## config.mk

```make
export PLATFORM = sky130hd
export DESIGN_NAME = fir_filter_causal
export DESIGN_NICKNAME = d
export VERILOG_FILES = /design/src/design/fcf_pkg.sv /design/src/design/fcf_store.sv /design/src/design/fcf_mac.sv /design/src/design/fir_filter_causal.sv
export SDC_FILE = /design/constraint.sdc
export NUM_CORES = 2
export LEC_CHECK = 0
export ABC_AREA = 0
export ABC_CLOCK_PERIOD_IN_PS = 7000
export BUFFER_PORTS_ARGS = -buffer_cell sky130_fd_sc_hd__buf_4
export CORE_MARGIN = 10
export CORE_UTILIZATION = 55
export CTS_CLUSTER_SIZE = 40
export DETAILED_ROUTE_END_ITERATION = 8
export HOLD_SLACK_MARGIN = 0.15
export PLACE_DENSITY = 0.79
export SLEW_MARGIN = 15
export SYNTH_ARGS = -nofsm -noshare
export SYNTH_HDL_FRONTEND = slang
export SYNTH_SLANG_ARGS = --single-unit
export TNS_END_PERCENT = 50
```

## constraint.sdc

```tcl
create_clock -name clk -period 7 [get_ports clk]
set_input_delay 0.35 -clock clk [delete_from_list [all_inputs] [get_ports clk]]
set_output_delay 0.35 -clock clk [all_outputs]
set_load 0.02 [all_outputs]
```

## src/design/fcf_pkg.sv

```systemverilog
// ----------------------------------------------------------------------------
// fcf_pkg
// Types and constants shared by the causal fir filter modules.
// ----------------------------------------------------------------------------
package fcf_pkg;

  localparam int MAX_TAPS    = 32;
  localparam int SAMPLE_BITS = 16;
  localparam int ACC_BITS    = 40;
  localparam int FRAC_BITS   = SAMPLE_BITS - 1;
  localparam int DIGIT_BITS  = 4;
  localparam int NUM_DIGITS  = SAMPLE_BITS / DIGIT_BITS;
  localparam int ADDR_W      = $clog2(MAX_TAPS);
  localparam int CNT_W       = $clog2(MAX_TAPS + 1);
  localparam int DIG_W       = $clog2(NUM_DIGITS);
  localparam int PROD_BITS   = SAMPLE_BITS + DIGIT_BITS + 1;
  localparam int SHIFT_W     = $clog2((NUM_DIGITS - 1) * DIGIT_BITS + 1);
  localparam int TAPCNT_W    = 6;
  localparam int Q_BITS      = ACC_BITS + 1 - FRAC_BITS;
  localparam int DATA_W      = 32;
  localparam int PADDR_W     = 3;

  localparam logic [ACC_BITS:0] ROUND_HALF = (ACC_BITS + 1)'(1) << (FRAC_BITS - 1);

  // item kinds
  localparam logic ACT_FILTER = 1'b0;
  localparam logic ACT_LOAD   = 1'b1;

  // register word index
  localparam logic REG_TAP_COUNT = 1'b0;

  typedef enum logic [2:0] {
    S_IDLE,
    S_READ,
    S_LOAD,
    S_MUL,
    S_DONE
  } state_t;

  typedef struct packed {
    logic                   hist_we;
    logic                   hist_clr;
    logic [ADDR_W-1:0]      hist_waddr;
    logic [SAMPLE_BITS-1:0] hist_wdata;
    logic [ADDR_W-1:0]      hist_raddr;
    logic                   tap_we;
    logic [ADDR_W-1:0]      tap_waddr;
    logic [SAMPLE_BITS-1:0] tap_wdata;
    logic [ADDR_W-1:0]      tap_raddr;
  } store_ctrl_t;

  typedef struct packed {
    logic             clr;
    logic             load;
    logic             step;
    logic             last;
    logic [DIG_W-1:0] dig;
  } mac_ctrl_t;

endpackage

```

## src/design/fcf_store.sv

```systemverilog
// ----------------------------------------------------------------------------
// fcf_store
// Sample history and coefficient memories with registered reads; per-entry
// valid bits make unwritten or cleared entries read as zero.
// ----------------------------------------------------------------------------
module fcf_store import fcf_pkg::*; (
  input  logic                          clk,
  input  logic                          rst_n,
  input  store_ctrl_t                   ctrl,
  output logic signed [SAMPLE_BITS-1:0] hist_rdata,
  output logic signed [SAMPLE_BITS-1:0] tap_rdata
);

  logic [SAMPLE_BITS-1:0] hist_mem [MAX_TAPS];
  logic [SAMPLE_BITS-1:0] tap_mem  [MAX_TAPS];

  logic [MAX_TAPS-1:0]    hist_valid_r, hist_valid_nxt;
  logic [MAX_TAPS-1:0]    tap_valid_r, tap_valid_nxt;
  logic [SAMPLE_BITS-1:0] hist_q_r, tap_q_r;
  logic                   hist_ok_r, tap_ok_r;

  always_comb begin
    hist_valid_nxt = hist_valid_r;
    tap_valid_nxt  = tap_valid_r;
    if (ctrl.hist_we) begin
      if (ctrl.hist_clr) begin
        hist_valid_nxt = '0;
      end
      hist_valid_nxt[ctrl.hist_waddr] = 1'b1;
    end
    if (ctrl.tap_we) begin
      tap_valid_nxt[ctrl.tap_waddr] = 1'b1;
    end
  end

  always_ff @(posedge clk) begin
    if (!rst_n) begin
      hist_valid_r <= '0;
      tap_valid_r  <= '0;
    end else begin
      hist_valid_r <= hist_valid_nxt;
      tap_valid_r  <= tap_valid_nxt;
    end
  end

  always_ff @(posedge clk) begin
    if (ctrl.hist_we) begin
      hist_mem[ctrl.hist_waddr] <= ctrl.hist_wdata;
    end
    hist_q_r  <= hist_mem[ctrl.hist_raddr];
    hist_ok_r <= hist_valid_r[ctrl.hist_raddr];
  end

  always_ff @(posedge clk) begin
    if (ctrl.tap_we) begin
      tap_mem[ctrl.tap_waddr] <= ctrl.tap_wdata;
    end
    tap_q_r  <= tap_mem[ctrl.tap_raddr];
    tap_ok_r <= tap_valid_r[ctrl.tap_raddr];
  end

  assign hist_rdata = hist_ok_r ? $signed(hist_q_r) : '0;
  assign tap_rdata  = tap_ok_r ? $signed(tap_q_r) : '0;

endmodule

```

## src/design/fcf_mac.sv

```systemverilog
// ----------------------------------------------------------------------------
// fcf_mac
// Digit-serial multiply-accumulate: while stepping, the sample shifts out one
// 4-bit digit a cycle, each digit times coefficient adds to the 40-bit sum.
// ----------------------------------------------------------------------------
module fcf_mac import fcf_pkg::*; (
  input  logic                          clk,
  input  logic                          rst_n,
  input  mac_ctrl_t                     ctrl,
  input  logic signed [SAMPLE_BITS-1:0] hist_data,
  input  logic signed [SAMPLE_BITS-1:0] tap_data,
  output logic signed [ACC_BITS-1:0]    acc
);

  logic [SAMPLE_BITS-1:0]        x_sh_r, x_sh_nxt;
  logic signed [SAMPLE_BITS-1:0] tap_r, tap_nxt;
  logic signed [ACC_BITS-1:0]    acc_r, acc_nxt;
  logic signed [DIGIT_BITS:0]    digit;
  logic signed [PROD_BITS-1:0]   partial;
  logic [ACC_BITS-1:0]           part_ext;
  logic [SHIFT_W-1:0]            shamt;

  always_comb begin
    // top digit carries the sample sign
    digit    = $signed({ctrl.last ? x_sh_r[DIGIT_BITS-1] : 1'b0, x_sh_r[DIGIT_BITS-1:0]});
    partial  = tap_r * digit;
    part_ext = {{(ACC_BITS - PROD_BITS){partial[PROD_BITS-1]}}, partial};
    shamt    = SHIFT_W'(ctrl.dig) * SHIFT_W'(DIGIT_BITS);

    x_sh_nxt = x_sh_r;
    tap_nxt  = tap_r;
    acc_nxt  = acc_r;
    if (ctrl.clr) begin
      acc_nxt = '0;
    end
    if (ctrl.load) begin
      x_sh_nxt = hist_data;
      tap_nxt  = tap_data;
    end else if (ctrl.step) begin
      x_sh_nxt = x_sh_r >> DIGIT_BITS;
      acc_nxt  = acc_r + $signed(part_ext << shamt);
    end
  end

  always_ff @(posedge clk) begin
    if (!rst_n) begin
      acc_r <= '0;
    end else begin
      acc_r <= acc_nxt;
    end
  end

  always_ff @(posedge clk) begin
    x_sh_r <= x_sh_nxt;
    tap_r  <= tap_nxt;
  end

  assign acc = acc_r;

endmodule

```

## src/design/fir_filter_causal.sv

```systemverilog
// ----------------------------------------------------------------------------
// fir_filter_causal
// Flow: a sample item steps through read, then a load and four digit
//   multiplies for each tap in use (at most 32; straight to done when
//   none), then done; a load item leaves the input open. The single
//   digit-serial mac holds off new items until the last result is registered.
// Reset: control clears, tap_count returns to 1, history and coefficients
//   read as zero through valid bits; no clearing pass.
// ----------------------------------------------------------------------------
module fir_filter_causal import fcf_pkg::*; (
  input  logic                          clk,
  input  logic                          rst_n,
  // item input
  input  logic                          in_valid,
  output logic                          in_ready,
  input  logic                          in_action,
  input  logic                          in_first,
  input  logic signed [SAMPLE_BITS-1:0] in_sample,
  input  logic [ADDR_W-1:0]             in_tap_index,
  input  logic signed [SAMPLE_BITS-1:0] in_tap_value,
  // result output
  output logic                          out_valid,
  input  logic                          out_ready,
  output logic signed [SAMPLE_BITS-1:0] out_filtered,
  output logic                          out_clipped,
  // register port
  input  logic                          psel,
  input  logic                          penable,
  input  logic                          pwrite,
  input  logic [PADDR_W-1:0]            paddr,
  input  logic [DATA_W-1:0]             pwdata,
  output logic [DATA_W-1:0]             prdata,
  output logic                          pready
);

  state_t                 state_r, state_nxt;
  logic [CNT_W-1:0]       k_r, k_nxt;
  logic [CNT_W-1:0]       n_r, n_nxt;
  logic [DIG_W-1:0]       dig_r, dig_nxt;
  logic [ADDR_W-1:0]      cur_wp_r, cur_wp_nxt;
  logic [ADDR_W-1:0]      wp_r, wp_nxt;
  logic [TAPCNT_W-1:0]    tap_count_r, tap_count_nxt;
  logic                   out_valid_r, out_valid_nxt;
  logic [SAMPLE_BITS-1:0] out_filtered_r, out_filtered_nxt;
  logic                   out_clipped_r, out_clipped_nxt;

  logic                          in_acc, smp_acc, last_dig, last_tap, out_free;
  logic [CNT_W-1:0]              k_inc, rd_k, n_clamp;
  logic [ADDR_W-1:0]             wr_pos;
  logic                          reg_we;
  store_ctrl_t                   st_ctrl;
  mac_ctrl_t                     mac_ctrl;
  logic signed [SAMPLE_BITS-1:0] hist_rdata, tap_rdata;
  logic signed [ACC_BITS-1:0]    acc;
  logic [ACC_BITS:0]             rnd_sum;
  logic [Q_BITS-1:0]             q;
  logic                          q_fits;

  assign in_acc   = in_valid && in_ready;
  assign smp_acc  = in_acc && (in_action == ACT_FILTER);
  assign k_inc    = k_r + CNT_W'(1);
  assign last_dig = (dig_r == DIG_W'(NUM_DIGITS - 1));
  assign last_tap = (k_inc == n_r);
  assign out_free = !out_valid_r || out_ready;
  assign wr_pos   = in_first ? '0 : wp_r;
  assign n_clamp  = (tap_count_r > TAPCNT_W'(MAX_TAPS)) ? CNT_W'(MAX_TAPS)
                                                        : CNT_W'(tap_count_r);

  // next state
  always_comb begin
    state_nxt = state_r;
    case (state_r)
      S_IDLE: begin
        if (smp_acc) begin
          state_nxt = (n_clamp == '0) ? S_DONE : S_READ;
        end
      end
      S_READ: state_nxt = S_LOAD;
      S_LOAD: state_nxt = S_MUL;
      S_MUL: begin
        if (last_dig) begin
          state_nxt = last_tap ? S_DONE : S_LOAD;
        end
      end
      S_DONE: begin
        if (out_free) begin
          state_nxt = S_IDLE;
        end
      end
      default: state_nxt = S_IDLE;
    endcase
  end

  // control outputs
  always_comb begin
    in_ready = (state_r == S_IDLE);
    // during the multiply the next coefficient is already being fetched
    rd_k     = (state_r == S_MUL) ? k_inc : k_r;

    st_ctrl.hist_we    = smp_acc;
    st_ctrl.hist_clr   = in_first;
    st_ctrl.hist_waddr = wr_pos;
    st_ctrl.hist_wdata = in_sample;
    st_ctrl.hist_raddr = cur_wp_r - rd_k[ADDR_W-1:0];
    st_ctrl.tap_we     = in_acc && (in_action == ACT_LOAD);
    st_ctrl.tap_waddr  = in_tap_index;
    st_ctrl.tap_wdata  = in_tap_value;
    st_ctrl.tap_raddr  = rd_k[ADDR_W-1:0];

    mac_ctrl.clr  = smp_acc;
    mac_ctrl.load = (state_r == S_LOAD);
    mac_ctrl.step = (state_r == S_MUL);
    mac_ctrl.last = last_dig;
    mac_ctrl.dig  = dig_r;
  end

  // round half up, shift and saturate
  always_comb begin
    rnd_sum = {acc[ACC_BITS-1], acc} + ROUND_HALF;
    q       = rnd_sum[ACC_BITS:FRAC_BITS];
    q_fits  = (&q[Q_BITS-1:SAMPLE_BITS-1]) || !(|q[Q_BITS-1:SAMPLE_BITS-1]);
  end

  // datapath registers
  always_comb begin
    k_nxt            = k_r;
    n_nxt            = n_r;
    dig_nxt          = dig_r;
    cur_wp_nxt       = cur_wp_r;
    wp_nxt           = wp_r;
    out_valid_nxt    = out_valid_r && !out_ready;
    out_filtered_nxt = out_filtered_r;
    out_clipped_nxt  = out_clipped_r;
    if (smp_acc) begin
      cur_wp_nxt = wr_pos;
      wp_nxt     = wr_pos + ADDR_W'(1);
      k_nxt      = '0;
      n_nxt      = n_clamp;
    end
    if (state_r == S_LOAD) begin
      dig_nxt = '0;
    end
    if (state_r == S_MUL) begin
      dig_nxt = dig_r + DIG_W'(1);
      if (last_dig) begin
        k_nxt = k_inc;
      end
    end
    if ((state_r == S_DONE) && out_free) begin
      out_valid_nxt    = 1'b1;
      out_clipped_nxt  = !q_fits;
      if (q_fits) begin
        out_filtered_nxt = q[SAMPLE_BITS-1:0];
      end else begin
        out_filtered_nxt = {q[Q_BITS-1], {(SAMPLE_BITS - 1){!q[Q_BITS-1]}}};
      end
    end
  end

  // register port
  assign reg_we = psel && penable && pwrite && pready;
  assign pready = 1'b1;

  always_comb begin
    tap_count_nxt = tap_count_r;
    if (reg_we && (paddr[2] == REG_TAP_COUNT)) begin
      tap_count_nxt = pwdata[TAPCNT_W-1:0];
    end
    prdata = '0;
    if (paddr[2] == REG_TAP_COUNT) begin
      prdata = DATA_W'(tap_count_r);
    end
  end

  always_ff @(posedge clk) begin
    if (!rst_n) begin
      state_r     <= S_IDLE;
      k_r         <= '0;
      n_r         <= '0;
      dig_r       <= '0;
      cur_wp_r    <= '0;
      wp_r        <= '0;
      tap_count_r <= TAPCNT_W'(1);
      out_valid_r <= 1'b0;
    end else begin
      state_r     <= state_nxt;
      k_r         <= k_nxt;
      n_r         <= n_nxt;
      dig_r       <= dig_nxt;
      cur_wp_r    <= cur_wp_nxt;
      wp_r        <= wp_nxt;
      tap_count_r <= tap_count_nxt;
      out_valid_r <= out_valid_nxt;
    end
  end

  always_ff @(posedge clk) begin
    out_filtered_r <= out_filtered_nxt;
    out_clipped_r  <= out_clipped_nxt;
  end

  assign out_valid    = out_valid_r;
  assign out_filtered = $signed(out_filtered_r);
  assign out_clipped  = out_clipped_r;

  fcf_store u_store (
    .clk        (clk),
    .rst_n      (rst_n),
    .ctrl       (st_ctrl),
    .hist_rdata (hist_rdata),
    .tap_rdata  (tap_rdata)
  );

  fcf_mac u_mac (
    .clk       (clk),
    .rst_n     (rst_n),
    .ctrl      (mac_ctrl),
    .hist_data (hist_rdata),
    .tap_data  (tap_rdata),
    .acc       (acc)
  );

endmodule

```

==> results.ini <==
[yosys]
avgSynthCellArea_um2 = 16.8
ys_seq_elements = 1245
synth_ff_type = edfxtp_1
ys_warn_count = 0
ys_seq_area_share_pct = 66.8
syn_area_um2 = 53400
synth_cell_types = 65
yosysTopAreaCellShare_pct = 60.3
synth_common_cells = edfxtp_1 (1,073), mux4_2 (340), nor2_1 (251)
async_flop_share_pct = 0
synth_edf_count = 1073
synth.most_common_cell = edfxtp_1
synth_top_area_cell = edfxtp_1
synth.area.top_cells = edfxtp_1 (60%), mux4_2 (14%), dfxtp_1 (6.4%)
syn_inst = 3181

[hold_path]
min_from = in_tap_index[3]
holdCritPathClass = in -> reg

[worst_setup_path]
startpoint = u_mac.x_sh_r[2]$_DFFE_PP_
critPathSlowestCell = fa_1
crit_path_end_kind = register
cp_max_fo = 7
cp.arrival_ns = 7.30
r2r_start = u_mac.x_sh_r[2]$_DFFE_PP_
required_ns = 7.60
max_stage_delay_ns = 0.51
critPathLaunchType = register
ff2ff_setup_slack_ns = 0.31
path_common_cell = a21oi_1
endpoint = u_mac.acc[39]$_SDFF_PN0_
critPathKind = reg -> reg
ff2ff_path_depth = 28
r2r_end = u_mac.acc[39]$_SDFF_PN0_

[routing]
vias = 29481
viasPerCell = 6.22
first_pass_iters = 5
detail-route-antenna-nets = 0
avgRoutedWirePerCell_um = 26.1
drtIter0Drc = 3361
drt-total-wl_mm = 124
post-route-drc-count = 0

[timing]
finClkSkew_ns = 0.0488
setup_viol = 0
finalHoldViolations = 0
fin_crit_sh_pct = 95.6
min_period_ns = 6.69
fmax_ghz = 0.149
worst_pin_slew_ns = 1.28
slew_violations = 0
setup_tns_ns = 0
fin_ws_ns = 0.306
maxSlewHeadroom_pct = 14.2
hold_slack_ns = 0.223
rsz0062_at_grt = yes

[place]
pre_cts_ws_ns = 0.235
portBuffers = 77
gp_congestion = 0.861
place_hpwl_mm = 68.5
dp.cells = 4470

[grt]
grt_overflow = 0
antenna_found_initial = 8
grt_max_degree = 138
grt_pass1_vias = 29994
grt_use_total_pct = 22.3
grt_pass1_wl_mm = 188

[pwr]
power_density_nw_per_um2 = 328
irDropWorstVdd_mv = 0.267
leakagePower_nw = 20.7

[final_layout]
final_util_pct = 62.3
drive_gt1_share_pct = 23.7
finalNetCount = 3580
fin_cells = 4741
syn_to_final_growth_pct = 12.7
nFillCells = 6371

[die]
die-area_um2 = 110000
ios = 133
rows = 114
die_x_um = 332
initial_core_util_pct = 55.3
fp.dieH_um = 332
core_area_um2 = 96600

[clocking]
clkSinkCount = 1245
clock_latency_ns = 0.74
clk_path_buf_depth = 3
clockRootBuffer = clkbuf_16
path_clk_slew_ns = 0.07
cts_made_buffers = 117
cts_tree = yes
htreeDepth = 3

[run]
drv_cap = 0

[outcome]
status = complete, no violations

[worst min path at each step]
stage	to	slack, ns	depth (start not counted)
floorplan	tap_count_r[0]$_SDFFE_PN1P_	0.41	1
CTS	u_store.tap_mem[9][3]$_DFFE_PP_	0.18	3
global placement	u_store.tap_valid_r[17]$_SDFFE_PN0P_	0.44	2
global route	u_store.tap_mem[9][3]$_DFFE_PP_	0.21	3
finish	u_store.tap_mem[9][3]$_DFFE_PP_	0.22	3
detailed placement	cur_wp_r[0]$_SDFFE_PN0P_	0.45	2
[routing by layer]
metal  wire, um  part of all wire, %  global-route usage (%)  vias to the layer above
met2      59900                   49                    35.7                     1692
met3      12900                   10                    4.96                      270
met5         44                0.036                       0                        -
met1      47100                   38                    30.2                    14914
li1           -                    -                       -                    12597
met4       3550                  2.9                    7.19                        8
[placed cells by master, fill, tap and decap left out, drive strengths merged, types with 52 or more instances in the layout]
cell type,instances
edfxtp,1073
mux4,340
nor2,251
dfxtp,172
buf,162
nand2,161
clkbuf,153
a21oi,136
inv,124
ha,88
and2,84
o21ai,71
nand3,60
xnor2,53
fa,52
[power by group]
group / internal, W / leakage, nW / switching [W] / total (W)
Combinational: 0.00208 / 7.78 / 0.00297 / 0.00505
Sequential: 0.00822 / 11.1 / 0.000110 / 0.00833
Clock: 0.00349 / 1.86 / 0.00286 / 0.00636
[flip-flops by register name, indices dropped and copies added (netlist names), 2 cells and up]
name	count
u_store.hist_mem	512
u_store.tap_mem	512
u_mac.acc	40
u_store.hist_valid_r	32
u_store.tap_valid_r	32
out_filtered	16
u_mac.tap_r	16
u_mac.x_sh_r	16
u_store.hist_q_r	16
u_store.tap_q_r	16
k_r	6
n_r	6
tap_count_r	6
cur_wp_r	5
wp_r	5
state_r	3
dig_r	2
[kinds of logic after synthesis]
logic type / Yosys count / synth area share (%)
AOI/OAI and AO/OA: 325 / 3.63
xor gates and xnor gates: 82 / 1.36
adders and majority gates: 140 / 4.01
buffers and inverters: 291 / 2.41
DFF: 1245 / 66.8
muxes: 417 / 15.9
other: 2 / 0.0141
and+or+nand+nor: 679 / 5.92
[through the flow]
stage	power, W	area, um2
after floorplan	0.0123	53500
after global placement	0.0133	55800
after detailed placement	0.0134	55800
after CTS	0.0197	60000
after global routing	0.0207	60200
final	0.0197	60200
[critical path, delay by kind of cell, from the launching register on]
family	cells	cell delay, ns
buf+inv	4	0.43
fa+ha+maj	5	2.17
xor+xnor	1	0.12
flops	1	0.43
compound gates	13	2.31
simple gates	5	1.10
[layout make-up]
type / instances / area [um2] / share of cell area, %
Multi-Input combinational cell: 1670 / 16900 / 28.1
Tap cell: 1276 / 1600 / 2.65
Sequential cell: 1245 / 35700 / 59.3
Timing Repair Buffer: 203 / 1690 / 2.81
Clock buffer: 153 / 3130 / 5.21
Inverter: 122 / 460 / 0.765
Antenna cell: 2 / 5.00 / 0.00831
Clock inverter: 70 / 733 / 1.22
[repair_timing]
item	CTS	global route
setup buffers	0	5
endpoints found under the setup margin	0	21
resized for setup	0	17
endpoints found under the hold margin	1041	0
hold buffers	41	0
Power figures use the tool's default switching activity.
